--- src/rtl/i2c_tra_pkg.sv ---
// ----------------------------------------------------------------------------
// i2c target register access package
// shared types, codes and widths for the register-pointer layer
// ----------------------------------------------------------------------------
package i2c_tra_pkg;

    localparam int ADDR_W  = 7;
    localparam int CFG_W   = 7;
    localparam int CFGIX_W = 2;
    localparam int REQ_W   = 3;
    localparam int BYTE_W  = 8;
    localparam int REG_W   = 16;
    localparam int CNT_W   = 2;

    // configuration register indexes
    localparam logic [CFGIX_W-1:0] CFG_TARGET_ADDRESS = 2'd0;
    localparam logic [CFGIX_W-1:0] CFG_POINTER_BYTES  = 2'd1;
    localparam logic [CFGIX_W-1:0] CFG_WRITE_ENABLE   = 2'd2;
    localparam logic [CFGIX_W-1:0] CFG_READ_ENABLE    = 2'd3;

    // pointer_bytes code that selects a two-byte pointer
    localparam logic [1:0] PTR_TWO_BYTES = 2'd2;

    // saturating byte counter limit
    localparam logic [CNT_W-1:0] CNT_MAX = 2'd3;

    typedef enum logic [REQ_W-1:0] {
        REQ_WRITE_MATCH = 3'd0,
        REQ_BYTE_RX     = 3'd1,
        REQ_READ_MATCH  = 3'd2,
        REQ_BYTE_TX     = 3'd3,
        REQ_NAK         = 3'd4,
        REQ_STOP        = 3'd5
    } t_req;

    typedef enum logic [1:0] {
        PH_IDLE  = 2'd0,
        PH_WRITE = 2'd1,
        PH_READ  = 2'd2
    } t_phase;

    function automatic logic [CNT_W-1:0] sat_inc(input logic [CNT_W-1:0] v);
        sat_inc = (v == CNT_MAX) ? CNT_MAX : v + 2'd1;
    endfunction

endpackage

--- src/rtl/i2c_target_register_access.sv ---
// ----------------------------------------------------------------------------
// i2c target register access
// register-pointer layer of an i2c target, one bus event per word
// ----------------------------------------------------------------------------
//
//  channel   direction  handshake                  payload
//  -------   ---------  -------------------------  -------------------------------
//  in        input      i_in_valid / o_in_stall    req_type, data_byte, read_value
//  out       output     o_out_valid / i_out_stall  tx, write, pointer, flags
//  cfg       input      i_cfg_we                   i_cfg_index, i_cfg_data
//
//  one word per cycle sustained while the output is not stalled; a word is taken
//  into the input register when accepted and its result is then loaded into the
//  result register, from which it is offered on the out channel
//  reset (synchronous, active low) clears the phase, pointer, data value, byte
//  counters and configuration, pointer bytes apart (set to 1); no clearing pass
//  an out stall holds the result register; o_in_stall rises only when both
//  the input register and the result register hold words that cannot move
//
module i2c_target_register_access (
    input  logic                              i_clk,
    input  logic                              i_rst_n,

    // configuration write port
    input  logic                              i_cfg_we,
    input  logic [i2c_tra_pkg::CFGIX_W-1:0]   i_cfg_index,
    input  logic [i2c_tra_pkg::CFG_W-1:0]     i_cfg_data,

    // bus event words
    input  logic                              i_in_valid,
    output logic                              o_in_stall,
    input  logic [i2c_tra_pkg::REQ_W-1:0]     i_req_type,
    input  logic [i2c_tra_pkg::BYTE_W-1:0]    i_data_byte,
    input  logic [i2c_tra_pkg::REG_W-1:0]     i_read_value,

    // result words
    output logic                              o_out_valid,
    input  logic                              i_out_stall,
    output logic                              o_tx_valid,
    output logic [i2c_tra_pkg::BYTE_W-1:0]    o_tx_byte,
    output logic                              o_write_strobe,
    output logic [i2c_tra_pkg::REG_W-1:0]     o_write_address,
    output logic [i2c_tra_pkg::REG_W-1:0]     o_write_data,
    output logic [i2c_tra_pkg::REG_W-1:0]     o_pointer,
    output logic                              o_overflow,
    output logic                              o_underflow
);

    // configuration registers
    logic [i2c_tra_pkg::ADDR_W-1:0]  r_target_address;
    logic [1:0]                      r_pointer_bytes;
    logic                            r_write_enable;
    logic                            r_read_enable;

    // input register
    logic                            r_in_valid;
    logic [i2c_tra_pkg::REQ_W-1:0]   r_req_type;
    logic [i2c_tra_pkg::BYTE_W-1:0]  r_data_byte;
    logic [i2c_tra_pkg::REG_W-1:0]   r_read_value;

    // transaction state
    i2c_tra_pkg::t_phase             r_phase, n_phase;
    logic [i2c_tra_pkg::REG_W-1:0]   r_reg_pointer, n_reg_pointer;
    logic [i2c_tra_pkg::REG_W-1:0]   r_data_value, n_data_value;
    logic [i2c_tra_pkg::CNT_W-1:0]   r_bytes_received, n_bytes_received;
    logic [i2c_tra_pkg::CNT_W-1:0]   r_data_bytes_seen, n_data_bytes_seen;
    logic [i2c_tra_pkg::CNT_W-1:0]   r_tx_count, n_tx_count;

    // result register
    logic                            r_out_valid;
    logic                            r_tx_valid, n_tx_valid;
    logic [i2c_tra_pkg::BYTE_W-1:0]  r_tx_byte, n_tx_byte;
    logic                            r_write_strobe, n_write_strobe;
    logic [i2c_tra_pkg::REG_W-1:0]   r_write_address, n_write_address;
    logic [i2c_tra_pkg::REG_W-1:0]   r_write_data, n_write_data;
    logic [i2c_tra_pkg::REG_W-1:0]   r_pointer;
    logic                            r_overflow, n_overflow;
    logic                            r_underflow, n_underflow;

    logic out_blocked;
    logic advance;
    logic in_take;
    logic two_ptr;

    // result register can only be refilled when empty or being drained
    assign out_blocked = r_out_valid && i_out_stall;
    assign advance     = r_in_valid && !out_blocked;
    assign o_in_stall  = r_in_valid && out_blocked;
    assign in_take     = i_in_valid && !o_in_stall;
    assign two_ptr     = (r_pointer_bytes == i2c_tra_pkg::PTR_TWO_BYTES);

    // event decode and state update
    always_comb begin
        n_phase           = r_phase;
        n_reg_pointer     = r_reg_pointer;
        n_data_value      = r_data_value;
        n_bytes_received  = r_bytes_received;
        n_data_bytes_seen = r_data_bytes_seen;
        n_tx_count        = r_tx_count;
        n_tx_valid        = 1'b0;
        n_tx_byte         = '0;
        n_write_strobe    = 1'b0;
        n_write_address   = '0;
        n_write_data      = '0;
        n_overflow        = 1'b0;
        n_underflow       = 1'b0;

        // unconfigured address ignores every event
        if (r_target_address != '0) begin
            unique case (r_req_type)
                i2c_tra_pkg::REQ_WRITE_MATCH: begin
                    if (r_phase == i2c_tra_pkg::PH_IDLE && r_write_enable) begin
                        n_phase           = i2c_tra_pkg::PH_WRITE;
                        n_bytes_received  = '0;
                        n_data_bytes_seen = '0;
                        n_data_value      = '0;
                    end
                end
                i2c_tra_pkg::REQ_BYTE_RX: begin
                    if (r_phase == i2c_tra_pkg::PH_WRITE) begin
                        if (r_bytes_received == '0 ||
                            (two_ptr && r_bytes_received == 2'd1)) begin
                            // pointer bytes, big-endian when two
                            if (two_ptr && r_bytes_received == '0) begin
                                n_reg_pointer = {r_data_byte, r_reg_pointer[7:0]};
                            end else if (two_ptr) begin
                                n_reg_pointer = {r_reg_pointer[15:8], r_data_byte};
                            end else begin
                                n_reg_pointer = {8'h00, r_data_byte};
                            end
                        end else begin
                            // data bytes, little-endian, extras flagged
                            if (r_data_bytes_seen == '0) begin
                                n_data_value = {8'h00, r_data_byte};
                            end else if (r_data_bytes_seen == 2'd1) begin
                                n_data_value = {r_data_byte, r_data_value[7:0]};
                            end else begin
                                n_overflow = 1'b1;
                            end
                            n_data_bytes_seen = i2c_tra_pkg::sat_inc(r_data_bytes_seen);
                        end
                        n_bytes_received = i2c_tra_pkg::sat_inc(r_bytes_received);
                    end
                end
                i2c_tra_pkg::REQ_READ_MATCH: begin
                    // repeated start from a write always turns into a read
                    if (r_phase == i2c_tra_pkg::PH_WRITE ||
                        (r_phase == i2c_tra_pkg::PH_IDLE && r_read_enable)) begin
                        n_phase      = i2c_tra_pkg::PH_READ;
                        n_data_value = r_read_value;
                        n_tx_valid   = 1'b1;
                        n_tx_byte    = r_read_value[7:0];
                        n_tx_count   = 2'd1;
                    end
                end
                i2c_tra_pkg::REQ_BYTE_TX: begin
                    if (r_phase == i2c_tra_pkg::PH_READ) begin
                        n_tx_valid = 1'b1;
                        if (r_tx_count == '0) begin
                            n_tx_byte = r_data_value[7:0];
                        end else if (r_tx_count == 2'd1) begin
                            n_tx_byte = r_data_value[15:8];
                        end else begin
                            n_underflow = 1'b1;
                        end
                        n_tx_count = i2c_tra_pkg::sat_inc(r_tx_count);
                    end
                end
                i2c_tra_pkg::REQ_NAK: begin
                    if (r_phase == i2c_tra_pkg::PH_READ) begin
                        n_phase = i2c_tra_pkg::PH_IDLE;
                    end
                end
                i2c_tra_pkg::REQ_STOP: begin
                    // pointer-only write commits nothing
                    if (r_phase == i2c_tra_pkg::PH_WRITE && r_data_bytes_seen != '0) begin
                        n_write_strobe  = 1'b1;
                        n_write_address = r_reg_pointer;
                        n_write_data    = r_data_value;
                    end
                    n_phase = i2c_tra_pkg::PH_IDLE;
                end
                default: begin
                end
            endcase
        end
    end

    // control and state registers
    always_ff @(posedge i_clk) begin
        if (!i_rst_n) begin
            r_target_address  <= '0;
            r_pointer_bytes   <= 2'd1;
            r_write_enable    <= 1'b0;
            r_read_enable     <= 1'b0;
            r_in_valid        <= 1'b0;
            r_out_valid       <= 1'b0;
            r_phase           <= i2c_tra_pkg::PH_IDLE;
            r_reg_pointer     <= '0;
            r_data_value      <= '0;
            r_bytes_received  <= '0;
            r_data_bytes_seen <= '0;
            r_tx_count        <= '0;
        end else begin
            if (i_cfg_we) begin
                case (i_cfg_index)
                    i2c_tra_pkg::CFG_TARGET_ADDRESS: r_target_address <= i_cfg_data;
                    i2c_tra_pkg::CFG_POINTER_BYTES:  r_pointer_bytes  <= i_cfg_data[1:0];
                    i2c_tra_pkg::CFG_WRITE_ENABLE:   r_write_enable   <= i_cfg_data[0];
                    i2c_tra_pkg::CFG_READ_ENABLE:    r_read_enable    <= i_cfg_data[0];
                    default: begin
                    end
                endcase
            end

            if (in_take) begin
                r_in_valid <= 1'b1;
            end else if (advance) begin
                r_in_valid <= 1'b0;
            end

            if (advance) begin
                r_out_valid <= 1'b1;
            end else if (!i_out_stall) begin
                r_out_valid <= 1'b0;
            end

            if (advance) begin
                r_phase           <= n_phase;
                r_reg_pointer     <= n_reg_pointer;
                r_data_value      <= n_data_value;
                r_bytes_received  <= n_bytes_received;
                r_data_bytes_seen <= n_data_bytes_seen;
                r_tx_count        <= n_tx_count;
            end
        end
    end

    // payload registers
    always_ff @(posedge i_clk) begin
        if (in_take) begin
            r_req_type   <= i_req_type;
            r_data_byte  <= i_data_byte;
            r_read_value <= i_read_value;
        end
        if (advance) begin
            r_tx_valid      <= n_tx_valid;
            r_tx_byte       <= n_tx_byte;
            r_write_strobe  <= n_write_strobe;
            r_write_address <= n_write_address;
            r_write_data    <= n_write_data;
            r_overflow      <= n_overflow;
            r_underflow     <= n_underflow;
            r_pointer       <= n_reg_pointer;
        end
    end

    assign o_out_valid     = r_out_valid;
    assign o_tx_valid      = r_tx_valid;
    assign o_tx_byte       = r_tx_byte;
    assign o_write_strobe  = r_write_strobe;
    assign o_write_address = r_write_address;
    assign o_write_data    = r_write_data;
    assign o_pointer       = r_pointer;
    assign o_overflow      = r_overflow;
    assign o_underflow     = r_underflow;

endmodule
--- config.mk ---
export PLATFORM = sky130hd
export DESIGN_NAME = i2c_target_register_access
export DESIGN_NICKNAME = d
export VERILOG_FILES = /design/src/rtl/i2c_tra_pkg.sv /design/src/rtl/i2c_target_register_access.sv
export SDC_FILE = /design/constraint.sdc
export NUM_CORES = 1
export LEC_CHECK = 0
export BUFFER_PORTS_ARGS = -buffer_cell sky130_fd_sc_hd__buf_4
export CAP_MARGIN = 10
export CORE_ASPECT_RATIO = 1.75
export CORE_MARGIN = 2
export CORE_UTILIZATION = 54
export DETAILED_ROUTE_END_ITERATION = 8
export PLACE_DENSITY = 0.78
export SETUP_SLACK_MARGIN = 0.05
export SLEW_MARGIN = 20
export SYNTH_ARGS = -nofsm -noshare
export SYNTH_HDL_FRONTEND = slang
export SYNTH_SLANG_ARGS = --single-unit
--- constraint.sdc ---
create_clock -name i_clk -period 7.8 [get_ports i_clk]
set_input_delay 2.34 -clock i_clk [delete_from_list [all_inputs] [get_ports i_clk]]
set_output_delay 2.34 -clock i_clk [all_outputs]
set_load 0.01 [all_outputs]
==> results of run 1 <==
-- kinds of logic after synthesis --
| family | share of synthesized area (%) |
|---|---|
| simple gates | 14.1 |
| flops | 64.0 |
| compound gates | 12.5 |
| mux | 6.82 |
| buf+inv | 2.53 |
-- registers in the layout, indices dropped and copies added (netlist names), 2 cells and up --
register and flops:
o_pointer 16, o_write_address 16, o_write_data 16, r_data_value 16
r_read_value 16, r_reg_pointer 16, o_tx_byte 8, r_data_byte 8
r_target_address 7, r_req_type 3, r_bytes_received 2, r_data_bytes_seen 2
r_phase 2, r_pointer_bytes 2, r_tx_count 2
-- area by class of cell --
type | instances | area, µm²
tap | 127 | 159
fill | 745 | 3080
multi-input combinational | 275 | 1940
inverter | 5 | 18.8
clock inverter | 14 | 193
sequential | 140 | 3670
clock buffer | 18 | 429
timing repair buffer | 108 | 811
-- per-layer routing --
metal / share of wire, % / global-route usage [%]
met5: 0 / 0
met4: 4.1 / 11.5
met3: 5.6 / 4.70
met2: 56 / 40.8
met1: 34 / 23.4
-- worst register-to-register path: stages, from the launching register on --
cell and delay [ns]:
edfxtp_1 0.64, nor3b_2 0.93, nand3b_1 0.28, nand2b_4 0.24, nand3b_1 0.43, mux2_2 0.41
-- stage by stage --
stage / cells / power, µW / hold WS, ns
4_1_cts: 687 / 1770 / 0.477
3_3_place_gp: 655 / 928 / 0.450
3_5_place_dp: 655 / 932 / 0.462
6_report: 687 / 1760 / 0.471
5_1_grt: 687 / 1800 / 0.503
2_1_floorplan: 446 / 883 / 0.436
-- placed cells by master (no fill, tap or decap), types with 2 or more instances in the layout --
cell	instances
nand2_1	40
a22o_1	17
or3_1	4
dfxtp_1	53
buf_4	108
a211oi_2	8
clkbuf_16	17
nor2b_1	2
nor2_1	33
mux2i_1	20
nor3_1	6
a21oi_1	13
nor3b_1	4
o21ai_0	11
nand4_1	2
and3_1	4
inv_6	2
or2_2	3
nand3_1	2
and2_1	33
o221a_2	8
edfxtp_1	87
nor4_1	2
nand3b_1	4
inv_1	5
clkinvlp_4	5
a32oi_1	16
nor3_2	4
bufinv_16	4
or3b_1	2
mux2_2	17
-- power by group --
| part | leakage (µW) | switching, µW | internal, µW |
|---|---|---|---|
| Clock | 0.000287 | 306 | 535 |
| Combinational | 0.00125 | 49.3 | 40.2 |
| Sequential | 0.00127 | 16.8 | 810 |
| Total | 0.00280 | 373 | 1390 |
-- final timing paths --
check,startpoint,end,slack (ns),cells past startpoint
max,i_out_stall,o_in_stall,2.63,3
min,r_pointer_bytes[0]$_SDFFE_PN1P_,r_pointer_bytes[0]$_SDFFE_PN1P_,0.47,2
max reg2reg,r_req_type[0]$_DFFE_PP_,o_pointer[1]$_DFFE_PP_,4.62,5
min reg2reg,r_pointer_bytes[0]$_SDFFE_PN1P_,r_pointer_bytes[0]$_SDFFE_PN1P_,0.47,2
==> reports/qor.yml, run 1 <==
run_status:
  outcome: "completed"
clock_network:
  post_cts_buffers: 0
  cts_buffers: 17
  clock_sinks: 140
  root_buffer: "clkbuf_16"
  cts_tree: "done"
  cts_resized: 0
  cts_hold_repair.buffers: 0
  clk_latency_ns: 0.42
  h-tree-depth: 4
  max-clock-path-buffers: 2
  cts.clk_slew.worst_paths_ns: 0.06
synthesis:
  ys_seq_elements: 140
  async_flop_share_pct: 0
  synth_edf_count: 87
  synth.cell_area_um2: 5740
  netlist.area_leader.share_pct: 45.5
  post-synth-top-count-cell: "edfxtp_1"
  yosysTopAreaCell: "edfxtp_1"
  syn_inst: 446
  synth_common_cells: "87 x edfxtp_1, 53 x dfxtp_1, 40 x nand2_1, 33 x and2_1, 33 x nor2_1"
  synth_top_cells_by_area: "edfxtp_1 45%, dfxtp_1 18%, and2_1 3.6%"
  ys_types: 51
  syn_avg_cell_area_um2: 12.9
  syn-num-nets: 487
  yosys_most_used_dff: "edfxtp_1"
  yosysWarnings: 0
  yosysSeqAreaShare_pct: 64.0
route:
  drt-total-wl_mm: 12.4
  vias_per_cell: 5.78
  num_vias: 3968
  ant_nets: 0
  drt_first_pass_iters: 4
  drcViolationCount: 0
  first_iter_violations: 248
  routedWlPerCell_um: 18.0
floorplan:
  die_y_um: 140
  num_io_pins: 103
  start_util_pct: 55.8
  rows: 49
  core_um2: 10300
  die_w_um: 82.0
  fp.dieArea_um2: 11500
finish:
  fin_util_pct: 70.1
  syn2layout_area_growth_pct: 25.8
  drive_gt1_share_pct: 33.9
  nets: 588
  stdcell_area_um2: 7220
  diodes: 0
sta:
  slew_viol_final: 0
  fin_crit_sh_pct: 66.3
  finalSetupTns_ns: 0
  min_period_ns: 5.17
  fin_ws_ns: 2.63
  maxSlewHeadroom_pct: 30.0
  fmax_ghz: 0.193
  clock-skew-final_ns: 0.00535
  setup_viol: 0
  worst_pin_slew_ns: 1.04
  hold_violations: 0
  rsz0062_at_grt: "false"
critical_path:
  cp-end-kind: "primary output"
  crit_family: "buffers and inverters"
  cp.required_ns: 5.46
  path_cells: "buf_4, and3_1, buf_4"
  crit_path_max_incr_delay_ns: 0.21
  path_class: "primary input to primary output"
  path_common_cell: "buf_4"
  cp.arrival_ns: 2.83
  worst_setup_path_start_kind: "primary input"
  crit_fanout: 3
  crit_buf_inv: 2
  cpMaxStageDelayCell: "and3_1"
global_route:
  grt_usage_pct: 22.5
  grt-ovfl-total: 0
  grt_first_pass_wirelength_mm: 19.3
  antenna_found_initial: 0
  first_global_vias: 3987
  grt_start_max_net_pins: 63
run:
  drv_cap: 0
placed_design:
  place_congestion: 0.803
  place_ws_ns: 2.63
  numPortBuffers: 102
  post_dp_cell_area_um2: 6600
  place_hpwl_mm: 8.70
power_and_ir_drop:
  irDropWorstVdd_v: 0.000182
  cellPowerDensity_nw_per_um2: 243
  leakagePower_uw: 0.00280
worst_hold_path:
  hp-class: "flop to flop"
No activity file was read; power rests on OpenSTA's default activity.
==> inputs of run 2 (changes only) <==
CORE_UTILIZATION = 50   (was 54)
PLACE_DENSITY = 0.76   (was 0.78)
clock period = 4.3 ns   (was 7.8 ns; I/O delays follow)
==> reports/qor.yml, run 2 (same netlist as run 1, synthesis figures left out) <==
critical_path:
  cp-end-kind: "primary output"
  crit_path_max_incr_delay_ns: 0.21
  crit_fanout: 3
  cpMaxStageDelayCell: "and3_1"
  cp.required_ns: 3.01
  crit_start: "i_out_stall"
  r2r_start: "r_req_type[0]$_DFFE_PP_"
  path_class: "primary input to primary output"
  path_common_cell: "buf_4"
  cp.arrival_ns: 1.78
  path_cells: "buf_4, and3_1, buf_4"
  worst_setup_path_start_kind: "primary input"
floorplan:
  core_um2: 11200
  num_io_pins: 103
  die_y_um: 146
  start_util_pct: 51.4
  die_w_um: 85.0
  fp.dieArea_um2: 12400
  rows: 51
route:
  first_iter_violations: 203
  drcViolationCount: 0
  drt_first_pass_iters: 4
  ant_nets: 0
  drt-total-wl_mm: 12.5
  vias_per_cell: 5.66
  routedWlPerCell_um: 18.0
  num_vias: 3926
clock_network:
  post_cts_buffers: 0
  clock_sinks: 140
  h-tree-depth: 4
  cts_resized: 0
  cts_hold_repair.buffers: 0
  clk_latency_ns: 0.41
  cts_tree: "done"
  root_buffer: "clkbuf_16"
  cts_buffers: 17
  max-clock-path-buffers: 2
  cts.clk_slew.worst_paths_ns: 0.06
sta:
  fin_ws_ns: 1.23
  min_period_ns: 3.07
  finalSetupTns_ns: 0
  rsz0062_at_grt: "false"
  setup_viol: 0
  slew_viol_final: 0
  hold_violations: 0
  clock-skew-final_ns: 0.00561
  worst_pin_slew_ns: 0.899
  maxSlewHeadroom_pct: 39.6
  fin_crit_sh_pct: 71.5
  fmax_ghz: 0.325
power_and_ir_drop:
  leakagePower_uw: 0.00280
  irDropWorstVdd_v: 0.000282
  cellPowerDensity_nw_per_um2: 427
placed_design:
  place_hpwl_mm: 8.89
  numPortBuffers: 102
  place_ws_ns: 1.11
  place_congestion: 0.791
run_status:
  outcome: "completed"
global_route:
  first_global_vias: 3967
  grt_start_max_net_pins: 62
  grt_first_pass_wirelength_mm: 19.7
  antenna_found_initial: 0
  grt_usage_pct: 20.7
  grt-ovfl-total: 0
finish:
  final_cell_mix: "110 x buf_4, 87 x edfxtp_1, 53 x dfxtp_1"
  diodes: 0
  final_common_cell: "buf_4"
  drive_gt1_share_pct: 34.2
  nets: 590
  syn2layout_area_growth_pct: 25.3
worst_hold_path:
  hp-class: "flop to flop"
  worstHoldStart: "r_reg_pointer[5]$_SDFFE_PN0P_"
run:
  drv_cap: 0
run 2: cell types whose count changed in the layout (fill, tap and decap cells not counted), sizes merged:
cell,previous run,this run
inv,7,8
clkinvlp,5,4
buf,108,110
clkinv,3,5
bufinv,4,2
run 2: area by class of cell:
cell class	count	area [µm²]
multi-input cells	275	1940
inverters	5	18.8
well taps	132	165
clock buffers	18	429
fillers	857	3970
repair buffers	110	826
clock inverters	14	144
flip-flops and latches	140	3670
run 2: layer usage:
| layer | GRT usage (%) | part of all wire (%) | wire length [µm] |
|---|---|---|---|
| met5 | 0 | 0 | 0 |
| met4 | 9.92 | 3.4 | 427 |
| met3 | 4.59 | 4.7 | 584 |
| met2 | 38.0 | 56 | 7000 |
| met1 | 21.8 | 36 | 4510 |
run 2: worst max-delay path: cells and delay by family:
family,cells,cell delay [ns]
buf+inv,2,0.28
simple gates,1,0.21
run 2: power breakdown:
part           leakage (µW)  internal [µW]  switching [µW]
clock              0.000271            853             553
combinational       0.00126           74.6            90.2
sequential          0.00127           1470            31.1
total               0.00280           2400             674
run 2: path summary, 6_finish.rpt:
kind	to	slack (ns)	depth (start not counted)
setup reg to reg	o_pointer[7]$_DFFE_PP_	1.70	6
hold reg to reg	r_reg_pointer[5]$_SDFFE_PN0P_	0.48	2
setup / recovery	o_in_stall	1.23	3
hold / removal	r_reg_pointer[5]$_SDFFE_PN0P_	0.48	2
run 2: stage by stage:
| stage | instances | util [%] | hold slack, ns | power (µW) | instance area [µm²] |
|---|---|---|---|---|---|
| 2_1_floorplan | 446 | - | 0.436 | 1600 | 5750 |
| 4_1_cts | 694 | 64.4 | 0.474 | 3090 | 7190 |
| 3_3_place_gp | 662 | 59.3 | 0.446 | 1690 | 6620 |
| 6_report | 694 | 64.4 | 0.477 | 3070 | 7190 |
| 3_5_place_dp | 662 | 59.3 | 0.473 | 1690 | 6620 |
| 5_1_grt | 694 | 64.4 | 0.506 | 3160 | 7190 |
==> inputs of run 3 (changes only) <==
ABC_AREA = 1   (was default)
PLACE_DENSITY = 0.75   (was 0.76)
clock period = 2.5 ns   (was 4.3 ns; I/O delays follow)
==> reports/qor.yml, run 3 <==
critical_path:
  cp-end-kind: "primary output"
  reg2reg_slack_ns: 0.67
  crit_fanout: 3
  cp.required_ns: 1.75
  path_class: "primary input to primary output"
  reg2reg_depth: 8
  worst_setup_path_start_kind: "primary input"
  cp.arrival_ns: 1.17
synthesis:
  syn-num-nets: 676
  syn_avg_cell_area_um2: 9.37
  synth_top_cells_by_area: "edfxtp_1 44%, dfxtp_1 18%, nand2_1 6.8%"
  yosysTopAreaCell: "edfxtp_1"
  netlist.area_leader.share_pct: 43.9
  ys_types: 31
  synth.cell_area_um2: 5950
  synth_edf_count: 87
  ys_seq_elements: 140
  yosysSeqAreaShare_pct: 61.7
  synth_common_cells: "108 x nand2_1, 100 x nor2_1, 87 x edfxtp_1, 76 x inv_1"
  async_flop_share_pct: 0
  post-synth-top-count-cell: "nand2_1"
  yosysWarnings: 0
  syn_inst: 635
  yosys_most_used_dff: "edfxtp_1"
route:
  drcViolationCount: 0
  num_vias: 4891
  first_iter_violations: 296
  drt_first_pass_iters: 5
  drt-total-wl_mm: 14.3
  ant_nets: 0
  vias_per_cell: 5.46
  routedWlPerCell_um: 16.0
finish:
  fill_cells: 911
  final_cell_mix: "112 x buf_4, 108 x nand2_1, 100 x nor2_1"
  diodes: 0
  multi_input_area_um2: 1870
  register_area_um2: 3670
  nets: 788
  syn2layout_area_growth_pct: 26.5
  final_common_cell: "buf_4"
  drive_gt1_share_pct: 22.4
floorplan:
  die_w_um: 86.5
  core_um2: 11600
  num_io_pins: 103
  fp.dieArea_um2: 12800
  start_util_pct: 51.4
  rows: 52
  die_y_um: 148
clock_network:
  cts_hold_repair.buffers: 0
  root_buffer: "clkbuf_16"
  max-clock-path-buffers: 2
  cts_buffers: 17
  cts_resized: 0
  clk_latency_ns: 0.42
  clock_sinks: 140
  post_cts_buffers: 0
  cts.clk_slew.worst_paths_ns: 0.06
  h-tree-depth: 4
  cts_tree: "done"
run_status:
  outcome: "completed"
power_and_ir_drop:
  cellPowerDensity_nw_per_um2: 770
  leakagePower_uw: 0.00311
  irDropWorstVdd_v: 0.000673
  power_uw: 5790
global_route:
  antenna_found_initial: 0
  grt-ovfl-total: 0
  grt_usage_pct: 23.1
  grt_first_pass_wirelength_mm: 22.6
  grt_start_max_net_pins: 74
  first_global_vias: 4764
sta:
  worst_pin_slew_ns: 0.657
  setup_viol: 0
  rsz0062_at_grt: "false"
  slew_viol_final: 0
  clock-skew-final_ns: 0.00574
  fin_crit_sh_pct: 77.0
  min_period_ns: 1.92
  finalSetupTns_ns: 0
  maxSlewHeadroom_pct: 56.1
  fmax_ghz: 0.520
  hold_violations: 0
worst_hold_path:
  hp-class: "flop to flop"
  hold_path_depth: 2
placed_design:
  numPortBuffers: 102
  place_hpwl_mm: 10.0
  place_congestion: 0.851
run:
  drv_cap: 0
run 3: routing by layer:
metal / share of wire (%) / wire, µm / vias to the layer above / GRT usage [%]
met3: 5.8 / 833 / 52 / 5.60
met1: 36 / 5090 / 2289 / 24.4
met2: 54 / 7770 / 195 / 41.4
met4: 4.2 / 605 / 0 / 12.3
li1: - / - / 2355 / -
met5: 0 / 0 / - / 0
run 3: worst paths after layout:
kind / startpoint / end
setup / recovery: i_out_stall / o_in_stall
hold / removal: r_read_enable$_SDFFE_PN0P_ / r_read_enable$_SDFFE_PN0P_
setup reg to reg: r_req_type[1]$_DFFE_PP_ / r_reg_pointer[15]$_SDFFE_PN0P_
hold reg to reg: r_read_enable$_SDFFE_PN0P_ / r_read_enable$_SDFFE_PN0P_
run 3: critical path, stage by stage:
cell	delay (ns)
buf_4	0.08
nand2_1	0.07
nor2_1	0.14
buf_4	0.14
run 3: metrics by stage:
stage | utilization, % | hold WS, ns | worst slack, ns | cell area, µm² | cells
final | 65.0 | 0.449 | 0.576 | 7520 | 895
after global routing | 65.0 | 0.484 | 0.528 | 7520 | 895
after CTS | 65.0 | 0.448 | 0.567 | 7520 | 895
after detailed placement | 59.5 | 0.439 | 0.508 | 6890 | 863
after global placement | 59.5 | 0.439 | 0.540 | 6890 | 863
after floorplan | - | 0.421 | 0.0874 | 5950 | 635
run 3: logic make-up after synthesis:
group | synth area share, %
simple gates | 24.0
flops | 61.7
buf+inv | 6.79
compound gates | 7.51
run 3: cell type report:
class                      count  share of cell area [%]
sequential                   140                    48.8
timing repair buffer         113                    11.4
multi-input combinational    392                    24.9
clock inverter                13                    2.46
tap                          135                    2.24
clock buffer                  19                    6.02
inverter                      83                    4.14
run 3: power breakdown:
group          switching, µW  internal (µW)  leakage, µW  total (µW)
logic                    298            185      0.00153         483
clock network            956           1730     0.000310        2680
registers               60.5           2570      0.00127        2630
total                   1310           4480      0.00311        5790
